## src/design/cst_pkg.sv

```systemverilog
// Shared types, constants, lookup and arithmetic functions of the cone surface tessellator.
`default_nettype none

package cst_pkg;

   localparam int VERTS       = 6;
   localparam int DIV_W       = 43;
   localparam int DEN_W       = 11;
   localparam int CORD_W      = 34;
   localparam int QUEUE_DEPTH = 4;
   localparam int QUEUE_PTR_W = 2;

   localparam logic [CORD_W-1:0] CORDIC_GAIN = 34'd652032874;

   localparam logic [2:0] REG_BASE_RADIUS  = 3'd0;
   localparam logic [2:0] REG_CONE_HEIGHT  = 3'd1;
   localparam logic [2:0] REG_CENTER_X     = 3'd2;
   localparam logic [2:0] REG_CENTER_Y     = 3'd3;
   localparam logic [2:0] REG_CENTER_Z     = 3'd4;
   localparam logic [2:0] REG_THETA_STEPS  = 3'd5;
   localparam logic [2:0] REG_HEIGHT_STEPS = 3'd6;

   typedef struct packed {
      logic [9:0] theta;
      logic [9:0] height;
      logic       err;
   } cell_type;

   typedef struct packed {
      logic vld;
      logic err;
      logic last;
   } div_side_type;

   typedef struct packed {
      logic        vld;
      logic        err;
      logic        last;
      logic [30:0] radius;
      logic [30:0] dz;
   } cord_side_type;

   typedef struct packed {
      logic [14:0] nxy;
      logic [14:0] nz;
   } norm_type;

   typedef enum logic [2:0] {
      NRM_IDLE,
      NRM_LOAD,
      NRM_SHIFT,
      NRM_SQUARE,
      NRM_SUM,
      NRM_SQRT,
      NRM_DIV
   } norm_state_type;

   // Arctangent of 2^-i in units of 2^-32 turn.
   function automatic logic [31:0] atan_turn(input int i);
      logic [31:0] v;
      begin
         unique case (i)
            0: v = 32'h20000000;
            1: v = 32'h12E4051D;
            2: v = 32'h09FB385B;
            3: v = 32'h051111D4;
            4: v = 32'h028B0D43;
            5: v = 32'h0145D7E1;
            6: v = 32'h00A2F61E;
            7: v = 32'h00517C55;
            8: v = 32'h0028BE53;
            9: v = 32'h00145F2E;
            10: v = 32'h000A2F98;
            11: v = 32'h000517CC;
            12: v = 32'h00028BE6;
            13: v = 32'h000145F3;
            14: v = 32'h0000A2F9;
            15: v = 32'h0000517C;
            16: v = 32'h000028BE;
            17: v = 32'h0000145F;
            18: v = 32'h00000A2F;
            19: v = 32'h00000517;
            20: v = 32'h0000028B;
            21: v = 32'h00000145;
            22: v = 32'h000000A2;
            23: v = 32'h00000051;
            24: v = 32'h00000028;
            25: v = 32'h00000014;
            26: v = 32'h0000000A;
            27: v = 32'h00000005;
            28: v = 32'h00000002;
            29: v = 32'h00000001;
            default: v = 32'h00000000;
         endcase
         return v;
      end
   endfunction

   // Corner order 00,10,01,01,10,11: angle offset of vertex k.
   function automatic logic corner_t(input logic [2:0] k);
      logic v;
      begin
         unique case (k)
            3'd1, 3'd4, 3'd5: v = 1'b1;
            default: v = 1'b0;
         endcase
         return v;
      end
   endfunction

   // Height offset of vertex k.
   function automatic logic corner_h(input logic [2:0] k);
      logic v;
      begin
         unique case (k)
            3'd2, 3'd3, 3'd5: v = 1'b1;
            default: v = 1'b0;
         endcase
         return v;
      end
   endfunction

   function automatic logic [31:0] sat32(input logic signed [34:0] v);
      logic [31:0] r;
      begin
         if (v > 35'sd2147483647) begin
            r = 32'h7FFFFFFF;
         end else if (v < -35'sd2147483648) begin
            r = 32'h80000000;
         end else begin
            r = v[31:0];
         end
         return r;
      end
   endfunction

   // Q30 product rounded half up.
   function automatic logic signed [33:0] round_q30(input logic signed [63:0] p);
      logic signed [63:0] t;
      begin
         t = (p + 64'sd536870912) >>> 30;
         return t[33:0];
      end
   endfunction

endpackage

`default_nettype wire

```

## src/design/cst_front.sv

```systemverilog
// Front end: takes cells, flags out-of-range ones and queues them for the back end.
`default_nettype none

module cst_front #(
   parameter int MAX_STEPS = 1024
) (
   input  wire logic              clock,
   input  wire logic              reset,
   input  wire logic              req_valid,
   output logic                   req_ready,
   input  wire logic [9:0]        req_cell_theta,
   input  wire logic [9:0]        req_cell_height,
   input  wire logic [10:0]       theta_steps,
   input  wire logic [10:0]       height_steps,
   input  wire logic              hold,
   output logic                   q_valid,
   output cst_pkg::cell_type      q_cell,
   input  wire logic              q_pop
);
   localparam int PW = cst_pkg::QUEUE_PTR_W;

   cst_pkg::cell_type mem_ff [cst_pkg::QUEUE_DEPTH];
   logic [PW-1:0]     wr_ff;
   logic [PW-1:0]     rd_ff;
   logic [PW:0]       count_ff;
   logic [PW:0]       count_in;
   logic              push;
   logic              bad;

   assign bad = ({1'b0, req_cell_theta} >= theta_steps)
             || ({1'b0, req_cell_height} >= height_steps)
             || (32'(theta_steps) > 32'(MAX_STEPS))
             || (32'(height_steps) > 32'(MAX_STEPS));

   assign req_ready = (count_ff != (PW+1)'(cst_pkg::QUEUE_DEPTH)) && !hold;
   assign push      = req_valid && req_ready;
   assign q_valid   = (count_ff != '0);
   assign q_cell    = mem_ff[rd_ff];
   assign count_in  = count_ff + (PW+1)'(push) - (PW+1)'(q_pop);

   always_ff @(posedge clock) begin
      if (reset) begin
         wr_ff    <= '0;
         rd_ff    <= '0;
         count_ff <= '0;
      end else begin
         if (push) begin
            wr_ff <= wr_ff + 1'b1;
         end
         if (q_pop) begin
            rd_ff <= rd_ff + 1'b1;
         end
         count_ff <= count_in;
      end
   end

   always_ff @(posedge clock) begin
      if (push) begin
         mem_ff[wr_ff] <= '{theta: req_cell_theta, height: req_cell_height, err: bad};
      end
   end

endmodule

`default_nettype wire

```

## config.mk

```make
export PLATFORM = sky130hd
export DESIGN_NAME = cst_front
export DESIGN_NICKNAME = d
export VERILOG_FILES = /design/src/design/cst_pkg.sv /design/src/design/cst_front.sv
export SDC_FILE = /design/constraint.sdc
export NUM_CORES = 1
export LEC_CHECK = 0
export ABC_AREA = 1
export BUFFER_PORTS_ARGS = -buffer_cell sky130_fd_sc_hd__clkbuf_2
export CORE_MARGIN = 1
export CORE_UTILIZATION = 44
export DETAILED_ROUTE_END_ITERATION = 10
export RECOVER_POWER = 25
export SYNTH_ARGS = -nofsm -noshare
export SYNTH_HDL_FRONTEND = slang
export SYNTH_SLANG_ARGS = --single-unit
```

## constraint.sdc

```tcl
create_clock -name clock -period 3.35 [get_ports clock]
set_input_delay 0.1675 -clock clock [delete_from_list [all_inputs] [get_ports clock]]
set_output_delay 0.1675 -clock clock [all_outputs]
set_load 0.02 [all_outputs]
```

==> flow_metrics.tcl <==
set metrics [dict create \
    outcome "completed" \
    r2r_cells 9 \
    tritoncts "yes" \
    cp-endpoint "q_cell[5]" \
    hold_ws_ps 88.81 \
    coreArea_um2 9371 \
    wire_per_inst_um 15.06 \
    final_cells 594 \
    io_buffers 69 \
    p_leak_nw 2.009 \
    drtPass1Iterations 4 \
    syn_to_final_growth_pct 14.81 \
    worst_pin_slew_ps 411.9 \
    drc 0 \
    dieArea_um2 10190 \
    rsz0062_at_grt "no" \
    layout_common_cells "84 x edfxtp_1, 68 x nor2_1, 54 x clkbuf_2" \
    ys.flop_type "edfxtp_1" \
    crit_top_cell "buf_4" \
    final-hold-violation-count 0 \
    boundaryPins 70 \
    setup_ws_ps 1168 \
    synth-seq-cells 93 \
    hold_path.class "input pin to flip-flop" \
    cp_slowest_cell "dfxtp_1" \
    r2r-start "count_ff[0]" \
    grt_pass1_vias 2911 \
    dp_slack_ps 1383 \
    routed_via_density 4.961 \
    fin_area_um2 4946 \
    cap_violations 0 \
    clock_path_buffers 2 \
    slowest_delay_ps 580 \
    p_per_area_nw_per_um2 511.1 \
    peakVddDrop_mv 0.2737 \
    period_share_pct 65.13 \
    first_iter_violations 124 \
    nets 534 \
    fin_worst_skew_ps 12.47 \
    gp_congestion 0.7790 \
    worstPathMaxFanout 18 \
    synth_warnings 0 \
    syn_area_per_cell_um2 11.16 \
    cts_sinks 93 \
    htreeDepth 3 \
    die_h_um 100.9 \
    die_w_um 100.9 \
    critPathArrivalTime_ps 2010 \
    dp.final_hpwl_um 6145 \
    cts_hold_buffers 0 \
    fill_cells 888 \
    drive_above_1_share_pct 18.49 \
    cts_resized 0 \
    postSynthCellCount 386 \
    grt_antenna_before_repair 0 \
    r2r_end "count_ff[2]" \
    startpoint_type "flip-flop" \
    grt_pass1_wl_um 14460 \
    total_power_mw 2.528 \
    dp_cells 578 \
    path_cells "buf_4, buf_4, o21ai_0, o22ai_1, clkbuf_2" \
    regArea_um2 2703 \
    critPathKind "flip-flop to output port" \
    fp-row-count 35 \
    slew_headroom_pct 72.50 \
    end_kind "output port" \
    final_util_pct 52.78 \
    finalSetupViolCount 0 \
    setup_tns_ps 0 \
    vias 2947 \
    syn_area_um2 4308 \
    start_util_pct 45.97 \
    synth-edff-count 84 \
    multi_input_area_um2 1309 \
    cts-root-buf "clkbuf_8" \
    clk_latency_ps 350 \
    numCtsBuffers 9 \
    cts.reportedPaths.clkPinSlew_ps 90 \
    slew_viol_final 0 \
    period_needed_ps 2182 \
    postRouteAntennaNets 0 \
    hold_depth 2 \
    regToRegSetupSlack_ps 1370 \
    layout_commonest_cell "edfxtp_1" \
    grt_remaining_overflow 0 \
    n_antenna_cell 0 \
    synth-async-reset-ratio_pct 0 \
    max_freq_ghz 0.4583 \
    grt_usage_pct 19.09 \
    grt_start_max_net_pins 43 \
    synth_nets 460 \
    yosysUniqueCellTypes 29 \
    crit_required_ps 3180 \
    place_area_um2 4767 \
    cts_setup_buffers 0 \
    yosysSeqAreaShare_pct 62.74 \
    wl_um 8947 \
]
[cell type report]
class / count / share of cell area, %
Sequential cell: 93 / 54.64
Multi-Input combinational cell: 230 / 26.46
Timing Repair Buffer: 77 / 7.817
Inverter: 49 / 3.820
Tap cell: 129 / 3.263
Clock buffer: 9 / 2.504
Clock inverter: 7 / 1.493
[power breakdown]
part | internal [mW] | switching (mW)
logic | 0.148 | 0.284
clock network | 0.346 | 0.396
registers | 1.33 | 0.0262
[sequential cells by signal (all words and copies together) (netlist names), named ones only]
name      cells
rd_ff         2
mem_ff       84
count_ff      3
wr_ff         2
[routing by layer]
layer / wire length, um / up-vias / GRT usage [%]
met5: 0 / - / 0
met4: 121 / 0 / 6.355
met3: 390 / 12 / 3.121
met2: 4437 / 59 / 33.09
met1: 3997 / 1394 / 24.37
li1: - / 1482 / -
[synth_stat cells (2+ instances only)]
cell type / n / area (um^2)
a21oi_1: 9 / 45.04
nand3b_1: 3 / 22.52
buf_4: 2 / 15.01
inv_1: 46 / 172.7
dfxtp_1: 9 / 180.2
o21ai_1: 24 / 120.1
nand3_1: 8 / 40.04
edfxtp_1: 84 / 2522
buf_6: 7 / 78.83
o22ai_1: 21 / 131.4
buf_2: 4 / 20.02
nor2_1: 72 / 270.3
ha_1: 26 / 325.3
nand2_1: 36 / 135.1
nor3_1: 2 / 10.01
o21ai_0: 20 / 100.1
[worst max-delay path, delay by kind of cell, from the launching register on]
kind | cells | cell delay [ps]
flip-flops | 1 | 580
AO/OA/AOI/OAI | 2 | 350
buffers and inverters | 3 | 740
[logic make-up after synthesis]
group / share of synthesized area, %
xor gates and xnor gates: 0.2033
adders and majority gates: 8.016
AOI/OAI and AO/OA: 9.817
and+or+nand+nor: 12.11
DFF: 62.74
buffers and inverters: 7.116
[worst min path at each step]
stage	startpoint	end
3_3_place_gp	req_cell_theta[4]	mem_ff[3][15]
5_1_grt	req_cell_theta[7]	mem_ff[0][18]
6_report	reset	count_ff[0]
4_1_cts	req_cell_height[3]	mem_ff[1][4]
3_5_place_dp	req_cell_height[3]	mem_ff[1][4]
2_1_floorplan	req_cell_height[9]	mem_ff[0][10]
No activity file was read; power rests on OpenSTA's default activity.
